$ cat config.mk
export PLATFORM = sky130hd
export DESIGN_NAME = class_display_hysteresis_hold_top
export DESIGN_NICKNAME = d
export VERILOG_FILES = /design/src/rtl/core/chdh_pkg.sv /design/src/rtl/core/chdh_core.sv /design/src/rtl/core/class_display_hysteresis_hold_top.sv
export VERILOG_INCLUDE_DIRS = /design/src /design/src/rtl/core
export SDC_FILE = /design/constraint.sdc
export NUM_CORES = 1
export LEC_CHECK = 0
export ABC_AREA = 1
export ABC_CLOCK_PERIOD_IN_PS = 15100
export BUFFER_PORTS_ARGS = -buffer_cell sky130_fd_sc_hd__buf_2
export CAP_MARGIN = 20
export CORE_MARGIN = 2
export CORE_UTILIZATION = 30
export CTS_CLUSTER_DIAMETER = 100
export CTS_CLUSTER_SIZE = 8
export DETAILED_ROUTE_END_ITERATION = 6
export SYNTH_ARGS = -nofsm -noshare
export SYNTH_HDL_FRONTEND = slang
export SYNTH_SLANG_ARGS = --single-unit
$ cat constraint.sdc
create_clock -name clk_i -period 15.1 [get_ports clk_i]
set_input_delay 0.755 -clock clk_i [delete_from_list [all_inputs] [get_ports clk_i]]
set_output_delay 0.755 -clock clk_i [all_outputs]
set_load 0.02 [all_outputs]
$ cat src/rtl/core/class_display_hysteresis_hold_top_macros.svh
// Assertion macros for the class display hysteresis block.
// Included by the top level; needs nothing else.
`ifndef CLASS_DISPLAY_HYSTERESIS_HOLD_TOP_MACROS_SVH
`define CLASS_DISPLAY_HYSTERESIS_HOLD_TOP_MACROS_SVH

// same-cycle implication
`define CHDH_ASSERT_NOW(lbl, clk, rstn, ante, cons) \
  lbl: assert property (@(posedge clk) disable iff (!rstn) (ante) |-> (cons)) \
    else $error("chdh assertion failed");

// next-cycle implication
`define CHDH_ASSERT_NEXT(lbl, clk, rstn, ante, cons) \
  lbl: assert property (@(posedge clk) disable iff (!rstn) (ante) |=> (cons)) \
    else $error("chdh assertion failed");

`endif

$ cat src/rtl/core/chdh_pkg.sv
// Types and constants for the class display hysteresis block.
// No dependencies.
`default_nettype none
package chdh_pkg;

  typedef enum logic [1:0] {
    MODE_LISTEN  = 2'd0,
    MODE_SOUND   = 2'd1,
    MODE_MAYBE   = 2'd2,
    MODE_SPECIES = 2'd3
  } mode_e;

  typedef enum logic [2:0] {
    REG_ENTER   = 3'd0,
    REG_EXIT    = 3'd1,
    REG_HOLD    = 3'd2,
    REG_SOUND   = 3'd3,
    REG_NEG     = 3'd4,
    REG_MINWIN  = 3'd5
  } reg_idx_e;

  localparam logic signed [15:0] NO_CLASS = 16'sh FFFF;

  localparam logic [15:0] ENTER_RST  = 16'd45875;
  localparam logic [15:0] EXIT_RST   = 16'd32768;
  localparam logic [19:0] HOLD_RST   = 20'd3000;
  localparam logic [19:0] SOUND_RST  = 20'd1000;
  localparam logic [14:0] NEG_RST    = 15'd0;
  localparam logic [7:0]  MINWIN_RST = 8'd2;

  typedef struct packed {
    logic [15:0] enter_thr;
    logic [15:0] exit_thr;
    logic [19:0] hold_ms;
    logic [19:0] sound_hold_ms;
    logic [14:0] neg_class;
    logic [7:0]  min_windows;
  } cfg_t;

  typedef struct packed {
    mode_e              mode;
    logic signed [15:0] shown_class;
    logic [15:0]        shown_conf;
    logic [31:0]        entry_time;
    logic [31:0]        version;
  } res_t;

endpackage
`default_nettype wire

$ cat src/rtl/core/chdh_core.sv
// Display decision state, updated at the edge that accepts each item.
// Depends on chdh_pkg.
`default_nettype none
module chdh_core import chdh_pkg::*; (
  input  wire logic               clk_i,
  input  wire logic               rst_ni,
  input  wire logic               acc_i,
  input  wire cfg_t               cfg_i,
  input  wire logic [31:0]        now_ms_i,
  input  wire logic               gate_open_i,
  input  wire logic               new_result_i,
  input  wire logic signed [15:0] class_index_i,
  input  wire logic [7:0]         merged_windows_i,
  input  wire logic [15:0]        probability_i,
  output res_t                    res_o
);

  mode_e              mode_q, mode_d;
  logic signed [15:0] class_q, class_d;
  logic [15:0]        conf_q, conf_d;
  logic [31:0]        gate_t_q, gate_t_d;
  logic               gate_seen_q, gate_seen_d;
  logic [31:0]        support_q, support_d;
  logic [31:0]        entry_q, entry_d;
  logic [31:0]        version_q, version_d;

  logic        showing, cand, above_enter, above_exit;
  logic        do_species, do_keep, do_maybe, did_show, changed;
  logic        clear, want_sound;
  logic [31:0] support_age, gate_age;
  mode_e       want_mode;
  logic [1:0]  v_inc;

  always_comb begin
    showing     = (mode_q == MODE_SPECIES) || (mode_q == MODE_MAYBE);
    cand        = new_result_i && !class_index_i[15] &&
                  (class_index_i[14:0] != cfg_i.neg_class) &&
                  (merged_windows_i >= cfg_i.min_windows);
    above_enter = probability_i >= cfg_i.enter_thr;
    above_exit  = probability_i >= cfg_i.exit_thr;
    do_species  = cand && above_enter;
    do_keep     = cand && !above_enter && above_exit && showing &&
                  (class_index_i == class_q);
    do_maybe    = cand && !above_enter && above_exit && !showing;
    did_show    = do_species || do_keep || do_maybe;
    changed     = do_maybe || (do_species &&
                  ((mode_q != MODE_SPECIES) || (class_q != class_index_i)));

    support_age = now_ms_i - support_q;
    gate_age    = now_ms_i - gate_t_q;
    clear       = !did_show && showing && (support_age > {12'd0, cfg_i.hold_ms});
    want_sound  = gate_open_i ||
                  (gate_seen_q && (gate_age <= {12'd0, cfg_i.sound_hold_ms}));
    want_mode   = want_sound ? MODE_SOUND : MODE_LISTEN;

    mode_d      = mode_q;
    class_d     = class_q;
    conf_d      = conf_q;
    support_d   = support_q;
    entry_d     = entry_q;
    v_inc       = 2'd0;

    if (did_show) begin
      support_d = now_ms_i;
      conf_d    = probability_i;
      if (do_species) begin
        mode_d  = MODE_SPECIES;
        class_d = class_index_i;
      end else if (do_maybe) begin
        mode_d  = MODE_MAYBE;
        class_d = class_index_i;
      end
      if (changed) begin
        entry_d = now_ms_i;
        v_inc   = 2'd1;
      end
    end else if (clear) begin
      class_d = NO_CLASS;
      conf_d  = 16'd0;
      mode_d  = want_mode;
      v_inc   = want_sound ? 2'd2 : 2'd1;
    end else if (!showing) begin
      mode_d  = want_mode;
      v_inc   = (want_mode != mode_q) ? 2'd1 : 2'd0;
    end

    version_d   = version_q + {30'd0, v_inc};
    gate_seen_d = gate_seen_q || gate_open_i;
    gate_t_d    = gate_open_i ? now_ms_i : gate_t_q;
  end

  always_ff @(posedge clk_i or negedge rst_ni) begin
    if (!rst_ni) begin
      mode_q      <= MODE_LISTEN;
      class_q     <= NO_CLASS;
      conf_q      <= 16'd0;
      gate_t_q    <= 32'd0;
      gate_seen_q <= 1'b0;
      support_q   <= 32'd0;
      entry_q     <= 32'd0;
      version_q   <= 32'd0;
    end else if (acc_i) begin
      mode_q      <= mode_d;
      class_q     <= class_d;
      conf_q      <= conf_d;
      gate_t_q    <= gate_t_d;
      gate_seen_q <= gate_seen_d;
      support_q   <= support_d;
      entry_q     <= entry_d;
      version_q   <= version_d;
    end
  end

  always_comb begin
    res_o.mode        = mode_d;
    res_o.shown_class = class_d;
    res_o.shown_conf  = conf_d;
    res_o.entry_time  = entry_d;
    res_o.version     = version_d;
  end

endmodule
`default_nettype wire

$ cat src/rtl/core/class_display_hysteresis_hold_top.sv
// Top level of the class display hysteresis block: APB registers, decision
// core and a two-entry result buffer. Depends on chdh_pkg and chdh_core.
//
//   channel | direction | handshake               | payload
//   in      | input     | in_valid_i / in_ready_o | now_ms, gate, result fields
//   out     | output    | out_valid_o/out_ready_i | mode, class, confidence, times
//   apb     | input     | psel/penable, pready=1  | paddr, pwdata, prdata
//
// One item per cycle while the skid stage is empty; each accepted item's
// result is registered. The decision state updates at the accepting edge, so
// the next item may follow directly. A result register plus skid stage keep
// input ready for one more item while the output stalls. Reset is
// asynchronous and loads the register defaults; no clearing pass.
`default_nettype none
module class_display_hysteresis_hold_top import chdh_pkg::*; (
  input  wire logic               clk_i,
  input  wire logic               rst_ni,
  input  wire logic               psel,
  input  wire logic               penable,
  input  wire logic               pwrite,
  input  wire logic [4:0]         paddr,
  input  wire logic [31:0]        pwdata,
  output logic      [31:0]        prdata,
  output logic                    pready,
  input  wire logic               in_valid_i,
  output logic                    in_ready_o,
  input  wire logic [31:0]        now_ms_i,
  input  wire logic               gate_open_i,
  input  wire logic               new_result_i,
  input  wire logic signed [15:0] class_index_i,
  input  wire logic [7:0]         merged_windows_i,
  input  wire logic [15:0]        probability_i,
  output logic                    out_valid_o,
  input  wire logic               out_ready_i,
  output logic      [1:0]         mode_o,
  output logic signed [15:0]      shown_class_o,
  output logic      [15:0]        shown_confidence_o,
  output logic      [31:0]        entry_time_ms_o,
  output logic      [31:0]        version_o
);

  cfg_t     cfg_q;
  reg_idx_e widx;
  logic     wr_en, acc;
  res_t     res, out_q, skid_q;
  logic     out_valid_q, skid_valid_q;

  assign pready = 1'b1;
  assign wr_en  = psel && penable && pwrite;
  assign widx   = reg_idx_e'(paddr[4:2]);

  always_ff @(posedge clk_i or negedge rst_ni) begin
    if (!rst_ni) begin
      cfg_q.enter_thr     <= ENTER_RST;
      cfg_q.exit_thr      <= EXIT_RST;
      cfg_q.hold_ms       <= HOLD_RST;
      cfg_q.sound_hold_ms <= SOUND_RST;
      cfg_q.neg_class     <= NEG_RST;
      cfg_q.min_windows   <= MINWIN_RST;
    end else if (wr_en) begin
      unique case (widx)
        REG_ENTER:  cfg_q.enter_thr     <= pwdata[15:0];
        REG_EXIT:   cfg_q.exit_thr      <= pwdata[15:0];
        REG_HOLD:   cfg_q.hold_ms       <= pwdata[19:0];
        REG_SOUND:  cfg_q.sound_hold_ms <= pwdata[19:0];
        REG_NEG:    cfg_q.neg_class     <= pwdata[14:0];
        REG_MINWIN: cfg_q.min_windows   <= pwdata[7:0];
        default: ;
      endcase
    end
  end

  always_comb begin
    unique case (widx)
      REG_ENTER:  prdata = {16'd0, cfg_q.enter_thr};
      REG_EXIT:   prdata = {16'd0, cfg_q.exit_thr};
      REG_HOLD:   prdata = {12'd0, cfg_q.hold_ms};
      REG_SOUND:  prdata = {12'd0, cfg_q.sound_hold_ms};
      REG_NEG:    prdata = {17'd0, cfg_q.neg_class};
      REG_MINWIN: prdata = {24'd0, cfg_q.min_windows};
      default:    prdata = 32'd0;
    endcase
  end

  assign in_ready_o = !skid_valid_q;
  assign acc        = in_valid_i && in_ready_o;

  chdh_core u_core (
    .clk_i            (clk_i),
    .rst_ni           (rst_ni),
    .acc_i            (acc),
    .cfg_i            (cfg_q),
    .now_ms_i         (now_ms_i),
    .gate_open_i      (gate_open_i),
    .new_result_i     (new_result_i),
    .class_index_i    (class_index_i),
    .merged_windows_i (merged_windows_i),
    .probability_i    (probability_i),
    .res_o            (res)
  );

  always_ff @(posedge clk_i or negedge rst_ni) begin
    if (!rst_ni) begin
      out_valid_q  <= 1'b0;
      skid_valid_q <= 1'b0;
    end else if (out_valid_q && out_ready_i) begin
      if (skid_valid_q) begin
        skid_valid_q <= 1'b0;
      end else begin
        out_valid_q  <= acc;
      end
    end else if (!out_valid_q) begin
      out_valid_q  <= acc;
    end else if (acc) begin
      skid_valid_q <= 1'b1;
    end
  end

  always_ff @(posedge clk_i) begin
    if (out_valid_q && out_ready_i && skid_valid_q) begin
      out_q <= skid_q;
    end else if (acc && (!out_valid_q || out_ready_i)) begin
      out_q <= res;
    end
    if (acc && out_valid_q && !out_ready_i) begin
      skid_q <= res;
    end
  end

  assign out_valid_o        = out_valid_q;
  assign mode_o             = out_q.mode;
  assign shown_class_o      = out_q.shown_class;
  assign shown_confidence_o = out_q.shown_conf;
  assign entry_time_ms_o    = out_q.entry_time;
  assign version_o          = out_q.version;

`include "class_display_hysteresis_hold_top_macros.svh"

  `CHDH_ASSERT_NOW(a_skid_needs_out, clk_i, rst_ni, skid_valid_q, out_valid_q)
  `CHDH_ASSERT_NEXT(a_stall_fills_skid, clk_i, rst_ni,
    acc && out_valid_q && !out_ready_i, skid_valid_q)
  `CHDH_ASSERT_NOW(a_class_matches_mode, clk_i, rst_ni, out_valid_q,
    (out_q.mode == MODE_SPECIES || out_q.mode == MODE_MAYBE) ==
    (out_q.shown_class != NO_CLASS))

endmodule
`default_nettype wire
# After elaboration in Yosys (flattened, before gate mapping)
# Cells that the tools add are included.
[op_classes] add_sub_neg=3 n_lt_le_gt_ge=5 n_eq_ne=13 muxes=29 reduce_logical=49
[ops] operator="two-way mux 98 bit" n=2
[ops] operator="case mux 20 bit (6 select lines)" n=1
[ops] operator="two-way mux 16 bit" n=6
[ops] operator="two-way mux 32 bit" n=2
[ops] operator="subtractor 32 bit" n=2
[ops] operator="adder 32 x 2 -> 32 bit" n=1
[ops] operator="greater-or-equal comparator 16 bit" n=2
[ops] operator="> comparator 32 x 20 -> 1 bit" n=1
[ops] operator="less-or-equal comparator 32 x 20 -> 1 bit" n=1
[ops] operator="logical AND 1 bit" n=21
[ops] operator="two-way mux 2 bit" n=9
[ops] operator="AND reduction 2 bit" n=9
[ops] operator="== test 16 bit" n=1
[ops] operator="!= test 16 bit" n=1
[ops] operator="!= test 15 bit" n=1
[ops] operator="two-way mux 1 bit" n=9
[ops] operator="greater-or-equal comparator 8 bit" n=1
[ops] operator="logical OR 1 bit" n=8
[ops] operator="logical NOT 1 bit" n=7
[ops] operator="== test 3 x 2 -> 1 bit (second input constant)" n=2
[ops] operator="== test 3 bit (second input constant)" n=2
[ops] operator="nonzero test 2 bit" n=3
[ops] operator="== test 2 bit (second input constant)" n=2
[ops] operator="!= test 2 bit (second input constant)" n=2
[ops] operator="other kinds (3)" n=3
[word_totals] ff_bits=456 input_bits=118 output_inout_bits=133 word_cells=125

# Depth between registers and ports, before layout
# Gate-level depths: netlist (run 1).
[logic_depth] depth_word=18 mapped_depth=44 depth_no_buf=43

# By module
# From an unflattened synthesis (run 1), not the netlist that was laid out.
[hier_totals] hier_cells=3412 hier_area_um2=27069.7
[by_module_without_submodules] module="chdh_core" instances=1 cells_each=2264 area_each_um2=14876.8 seq_area_each_um2=4098.9
[by_module_without_submodules] module="class_display_hysteresis_hold_top" instances=1 cells_each=1148 area_each_um2=12192.9 seq_area_each_um2=8343.0

# Worst setup path after synthesis (run 1)
# No wires, ideal clock.
[synth_timing] path_type="input-to-reg" start="input out_ready_i" end="register out_q (netlist bit entry_time_ms_o[0]) (enable)" setup_ps=587 t_arrival_ps=6212 required_time_ps=14513 setup_slack_ps=8301 stages=6 path_buffers=2 path_cell_list="nand2_1 -> nor2_1 -> clkbuf_1 -> inv_2 -> buf_4 -> a21oi_1"
[synth_via] elab_chain_cells=3 word_cells_on_any_way=5 cone_classes="reduce/logical: 5"
[synth_rtl] item="start, declared" line="class_display_hysteresis_hold_top.sv:34" text="input wire logic out_ready_i,"
[synth_rtl] item="logical AND 1 bit / logical OR 1 bit (equally long branches)" line="class_display_hysteresis_hold_top.sv:120, class_display_hysteresis_hold_top.sv:122"
[synth_rtl] item="logical AND 1 bit, on equally long branches" line="class_display_hysteresis_hold_top.sv:120, class_display_hysteresis_hold_top.sv:122"
[synth_rtl] item="nonzero test 2 bit (no line) *"
[synth_rtl] item="end signal, assigned" line="class_display_hysteresis_hold_top.sv:121" text="out_q <= skid_q;"
[synth_rtl] item="end signal, assigned" line="class_display_hysteresis_hold_top.sv:123" text="out_q <= res;"
[synth_rtl] item="end, declared" line="class_display_hysteresis_hold_top.sv:45" text="res_t res, out_q, skid_q;"
# Every way passes the cells marked *; elsewhere a longest branch is shown, timed or not.
# A chain may end at the register's enable or synchronous reset.

==> metrics, run 1 <==
status=finished, final reports clean; Clock power frac=0.247; drt pass-1 iters=5; library cells used by synthesis=46; Leak=approximately 14 nW; Finished Layout Cells=4601; Crit path largest cell delay=460 ps; min cycle time layout=7040 ps; Sink Count=456; #FFs+latches synth=456; Final Routed Wirelength=75000 um; filler cell count in the final layout=just under 9000; most area-consuming cells after synthesis=edfxtp_1 23%, dfrtp_1 21%, nand2_1 15%, ha_1 7.0%, inv_1 6.7%; CTS H-Tree Depth=3; P&R area growth vs syn=16.9%; final hold violations=0; Initial Utilization=0.303; Seq pwr share=0.336; die width=about 300 um; floorplan core area=85300 sq um; WS Path Type=primary input to flip-flop; Post-synth EDFFs=196; detailed placement HPWL=56300 um; DRC=0; r2r worst-path depth=36; placed instance count=4473; total grt overflow=0; most common cell in the netlist=nand2_1; CP arrival=7480 ps; Post-CTS Hold Fix Bufs=0; multi-input logic area=11200 sq um; drt wl/cell=16.3 um; vias in the first global route=20300; RSZ-0062 raised after global routing=no; Logic pwr share=0.416; Placer Congestion=0.914; vias post-DR=21200; largest net degree at the start of global routing=94; DR vias/cell=around 4.6; worst slew pin tran=between 1000 and 1500 ps; Layout Skew=31.1 ps; area share of the largest cell type after synthesis=0.228; PD cells=195 nW/um^2; Peak supply drop=0.0775 mV; ys flop type=dfrtp_1; clock slew at the register clock pins of the worst setup and hold paths=50 ps; CTS Root Cell=clkbuf_16; max cap viols=0; total die area=slightly below 90000 sq um; post-CTS setup buffers=0; first-pass GRT wire length=116000 um; CTS tree=yes; Pint=0.00350 W; most used cell, CP=nand2_1; Slew Viols, Final=0; post-placement cell area=28100 sq um; Tightest Hold Check Type=primary input to async pin; TritonCTS Buffers=67; share of layout cells above drive strength 1=0.119; setup_tns=0 ps; CP Launch Type=primary input; post-synthesis sequential area ratio=0.481; CP required=roughly 16000 ps; Final nets=3667; antenna violations before repair=9; Port Buffer Count=between 200 and 250; Final setup viols=0; Sw Share=0.407; clk_lat worst skew=610 ps; syn avg cell area=8.11 sq um; Net Switching=0.00240 W; worst-path cell with the longest stage delay=fa_1; crit path max fanout=20; Die H=298 um; most area-hungry cell type in the Yosys netlist=edfxtp_1; Post-Syn Instances=3189; Relative slew margins=0.328; synth warn=0; Final Cycle Share=0.466; Tot GR Track Use=0.167; Rows=107; Async SR Flop Fraction=0.570; Post-synth top cells=1014 x nand2_1, 461 x inv_1, 319 x o21ai_0; drt initial violations=1404; Final ANT Viol Nets=0; IO Count=251; CTS resizes=0; Seq. cell area=12400 sq um; Finished Cell Area=30200 sq um; Fmax=around 140 MHz; Crit. End Element=flip-flop; clock buffer depth=3; Post-Syn Area=25900 sq um
power groups by stage:
stage | clock [W] | combinational, W | sequential, W
floorplan | 0 | 0.00164 | 0.00208
global placement | 0 | 0.00243 | 0.00200
detailed placement | 0 | 0.00247 | 0.00201
CTS | 0.00149 | 0.00248 | 0.00199
global route | 0.00155 | 0.00281 | 0.00203
finish | 0.00146 | 0.00246 | 0.00199
cell families after synthesis:
family	count (synthesis)	share of synthesized area
compound gates	523	0.109
fa+ha+maj	147	0.0720
buf+inv	579	0.0872
other cells	2	0.000290
xor+xnor	100	0.0339
simple gates	1382	0.216
flops	456	0.481
placed cells by master (no fill, tap or decap), types with 7 or more instances in the layout:
cell type and instances:
o22ai_1 18, o21ai_1 10, xor2_1 63, clkbuf_16 70, clkbuf_1 43, nand4_1 25, nor4_1 7, dfrtp_1 220
o221ai_1 15, nand2_2 15, edfxtp_1 196, nor2_2 9, nor3_1 25, conb_1 13, o21bai_1 8, inv_1 460
buf_2 222, nand2_1 1011, buf_4 12, nand3_2 10, o21ai_0 319, a31oi_1 36, nor2_1 172, nand3_1 89
inv_2 10, ha_1 144, a21oi_1 97, dfstp_2 40, xnor2_1 37
area by class of cell:
cell class                 instances  area share
clock inverter                     6     0.00377
sequential                       456       0.411
tap                             1144      0.0473
timing repair buffer             239      0.0434
clock buffer                     113      0.0633
antenna                            5    0.000414
multi-input combinational       2165       0.372
inverter                         473      0.0587
worst max-delay path, delay by kind of cell:
family / cells / cell delay [ps]
buffers and inverters: 5 / 600
AO/OA/AOI/OAI: 4 / 320
adder cells (fa/ha/maj): 5 / 1560
XOR/XNOR: 2 / 510
AND/OR/NAND/NOR: 25 / 3710
final timing paths:
check,start,endpoint,slack (ps)
max in group asynchronous,rst_ni,u_core.support_q[27],12920
min in group clk_i,pwdata[5],cfg_q[5],380
worst max-delay path,now_ms_i[0],version_o[30],8060
worst max register to register,u_core.gate_t_q[0],version_o[30],8260
worst min-delay path,rst_ni,cfg_q[93],160
worst min register to register,u_core.gate_seen_q,u_core.gate_seen_q,450
routing by layer:
layer	global-route usage	routed length, um	share of wire
met4	0.0633	2380	0.032
met3	0.0277	3940	0.052
met2	0.278	35400	0.47
met1	0.218	33200	0.44
met5	0	35	0.00047
metrics by stage:
step	util	hold WS, ps	total power, W	setup WS, ps
2_1_floorplan	-	423	0.00373	8300
3_3_place_gp	0.330	435	0.00443	7430
3_5_place_dp	0.330	438	0.00447	7370
4_1_cts	0.353	159	0.00596	7990
5_1_grt	0.355	208	0.00638	7520
6_report	0.355	158	0.00591	8060
sequential cells by signal (all words and copies together) (netlist names):
name / cells
u_core.mode_q: 2
shown_class_o: 16
skid_valid_q: 1
u_core.version_q: 32
u_core.gate_t_q: 32
entry_time_ms_o: 32
u_core.entry_q: 32
shown_confidence_o: 16
out_valid_o: 1
u_core.gate_seen_q: 1
u_core.conf_q: 16
u_core.class_q: 16
version_o: 32
u_core.support_q: 32
skid_q: 98
mode_o: 2
cfg_q: 95
Power figures use the tool's default switching activity.
==> run 2, diff against run 1 <==
--- a/config.mk
+++ b/config.mk
@@ -7,7 +7,7 @@
 export NUM_CORES = 1
 export LEC_CHECK = 0
 export ABC_AREA = 1
-export ABC_CLOCK_PERIOD_IN_PS = 15100
+export ABC_CLOCK_PERIOD_IN_PS = 6800
 export BUFFER_PORTS_ARGS = -buffer_cell sky130_fd_sc_hd__buf_2
 export CAP_MARGIN = 20
 export CORE_MARGIN = 2
==> constraint.sdc (replaced) <==
create_clock -name clk_i -period 6.8 [get_ports clk_i]
set_input_delay 0.34 -clock clk_i [delete_from_list [all_inputs] [get_ports clk_i]]
set_output_delay 0.34 -clock clk_i [all_outputs]
set_load 0.02 [all_outputs]
==> metrics, run 2 (synthesis gave the netlist of run 1 again) <==
end point of the critical path=version_o[30]; pre-CTS setup slack=157 ps (-7210 ps); max reg flops=98 (unchanged); IO Count=251 (unchanged); Final ANT Viol Nets=0 (unchanged); Final WS setup=720 ps (-7340 ps); final hold violations=0 (unchanged); Tot GR Track Use=0.173 (+0.00507); Reg-to-Reg End=version_o[30]; RSZ-0062 raised after global routing=no; clock buffer depth=3 (unchanged); filler cell count in the final layout=8907 (+0.81%); Final Cycle Share=0.894; total die area=88600 sq um (unchanged); setup_tns=0 ps (unchanged); Die H=298 um (unchanged); DR vias/cell=4.64 (+0.57%); Most flops, register=skid_q; DR top layer=met5; drt pass-1 iters=5 (unchanged); highest-count cells in the layout ignoring fill and taps=1011 x nand2_1, 460 x inv_1, 319 x o21ai_0; CTS tree=yes; CTS Root Cell=clkbuf_16; P&R area growth vs syn=17.0% (about the same); worst slew pin tran=955 ps (-51.3 ps); PD cells=430 nW/um^2 (+120%); r2r worst-path depth=36 (unchanged); biggest regs=skid_q x98, cfg_q x95; clock slew at the register clock pins of the worst setup and hold paths=50 ps (about the same); antenna violations before repair=5 (-4); max cap viols=0 (unchanged); Sink Count=456 (unchanged); drt initial violations=1477 (+5.2%); total grt overflow=0 (unchanged); Slew Viols, Final=0 (unchanged); placed instance count=4479 (+0.13%); most common cell after layout, fill and taps aside=nand2_1; Tightest Hold Check Type=primary input to flip-flop; vias post-DR=21400 (+0.65%); Port Buffer Count=223 (unchanged); Relative slew margins=0.362 (+0.0343); largest net degree at the start of global routing=104 (+11%); first-pass GRT wire length=119000 um (+2.7%); most used cell, CP=nand2_1; clk_lat worst skew=600 ps (about the same); worst reg2reg startpoint=u_core.support_q[6]; WS Path Type=flip-flop to flip-flop; worst-path cell with the longest stage delay=fa_1; Crit. End Element=flip-flop; die width=298 um (unchanged); share of layout cells above drive strength 1=0.120 (+0.00131); Final Routed Wirelength=77200 um (+2.9%); CP Launch Type=flip-flop; Post-Route M1 WL=35400 um (+6.5%); Fmax=164 MHz; detailed placement HPWL=58800 um (+4.4%); Layout Skew=33.4 ps (+2.38 ps); drt wl/cell=16.8 um (+2.8%); Crit path largest cell delay=400 ps (-60 ps); floorplan core area=85300 sq um (unchanged); Placer Congestion=0.903 (-1.2%); vias in the first global route=20500 (+1.2%); TritonCTS Buffers=67 (unchanged); Final nets=3679 (+0.33%); final hold slack=64.1 ps (-94.2 ps); DR WL met3=3540 um (-10%); min cycle time layout=6080 ps; Final Core Density=0.355 (about the same); status=finished, final reports clean; R2R setup slack=720 ps (-7540 ps); Initial Utilization=0.303 (unchanged); Rows=107 (unchanged); DR WL met2=36100 um (+2.0%); crit path max fanout=5 (-75%); CP arrival=6510 ps (-970 ps); CTS H-Tree Depth=3 (unchanged); CP required=7230 ps (-8310 ps); Final setup viols=0 (unchanged); Leak=14.3 nW (about the same); DRC=0 (unchanged); crit path from=u_core.support_q[6]; Peak supply drop=0.205 mV (+160%); Finished Layout Cells=4605 (+0.087%)
## run 2: worst min-delay path by stage
| stage | from | to | slack [ps] | depth (start not counted) |
|---|---|---|---|---|
| final | pwdata[17] | cfg_q[60] | 60 | 3 |
| after detailed placement | u_core.gate_seen_q | u_core.gate_seen_q | 440 | 2 |
| after floorplan | rst_ni | cfg_q[0] | 40 | 0 |
| after CTS | pwdata[16] | cfg_q[59] | 30 | 3 |
| after global placement | rst_ni | cfg_q[77] | 440 | 1 |
| after global routing | pwdata[18] | cfg_q[61] | 80 | 3 |
## run 2: layout make-up
class                           instances  area (sq um)  share of cell area
Inverter                              473          1780              0.0587
Multi-Input combinational cell       2165         11300               0.372
Antenna cell                            5          12.5            0.000414
Sequential cell                       456         12400               0.411
Timing Repair Buffer                  251          1420              0.0468
Tap cell                             1144          1430              0.0473
Clock inverter                          6          78.8             0.00261
Clock buffer                          105          1830              0.0605
## run 2: power breakdown
| group | internal, W | total [W] | switching (W) | leakage, nW |
|---|---|---|---|---|
| registers | 0.00397 | 0.00440 | 0.000429 | 5.07 |
| clock network | 0.00184 | 0.00309 | 0.00125 | 0.913 |
| logic | 0.00186 | 0.00551 | 0.00365 | 8.33 |
| total | 0.00767 | 0.0130 | 0.00533 | 14.3 |
## run 2: metrics by stage
stage | cell area (sq um) | total power (W)
5_1_grt | 30200 | 0.0141
3_5_place_dp | 28200 | 0.00994
6_report | 30300 | 0.0130
3_3_place_gp | 28100 | 0.00983
2_1_floorplan | 25900 | 0.00827
4_1_cts | 30200 | 0.0131
## run 2: worst max-delay path: cells and delay by family, from the launching register on
kind / cells / cell delay [ps]
AND/OR/NAND/NOR: 23 / 3210
buffers and inverters: 3 / 170
AO/OA/AOI/OAI: 4 / 480
adder cells (fa/ha/maj): 4 / 1250
XOR/XNOR: 2 / 460
flip-flops: 1 / 340
## run 2: what timing repair did
action / CTS / global route
resized for setup: 0 / 5
setup endpoints to repair: 0 / 4
hold buffers: 9 / 0
endpoints found under the hold margin: 90 / 0
setup buffers: 0 / 0
## run 2: per-layer routing
metal,global-route usage,up-vias
met1,0.231,10100
li1,-,10700
met4,0.0550,4
met5,0,-
met3,0.0266,125
met2,0.285,463
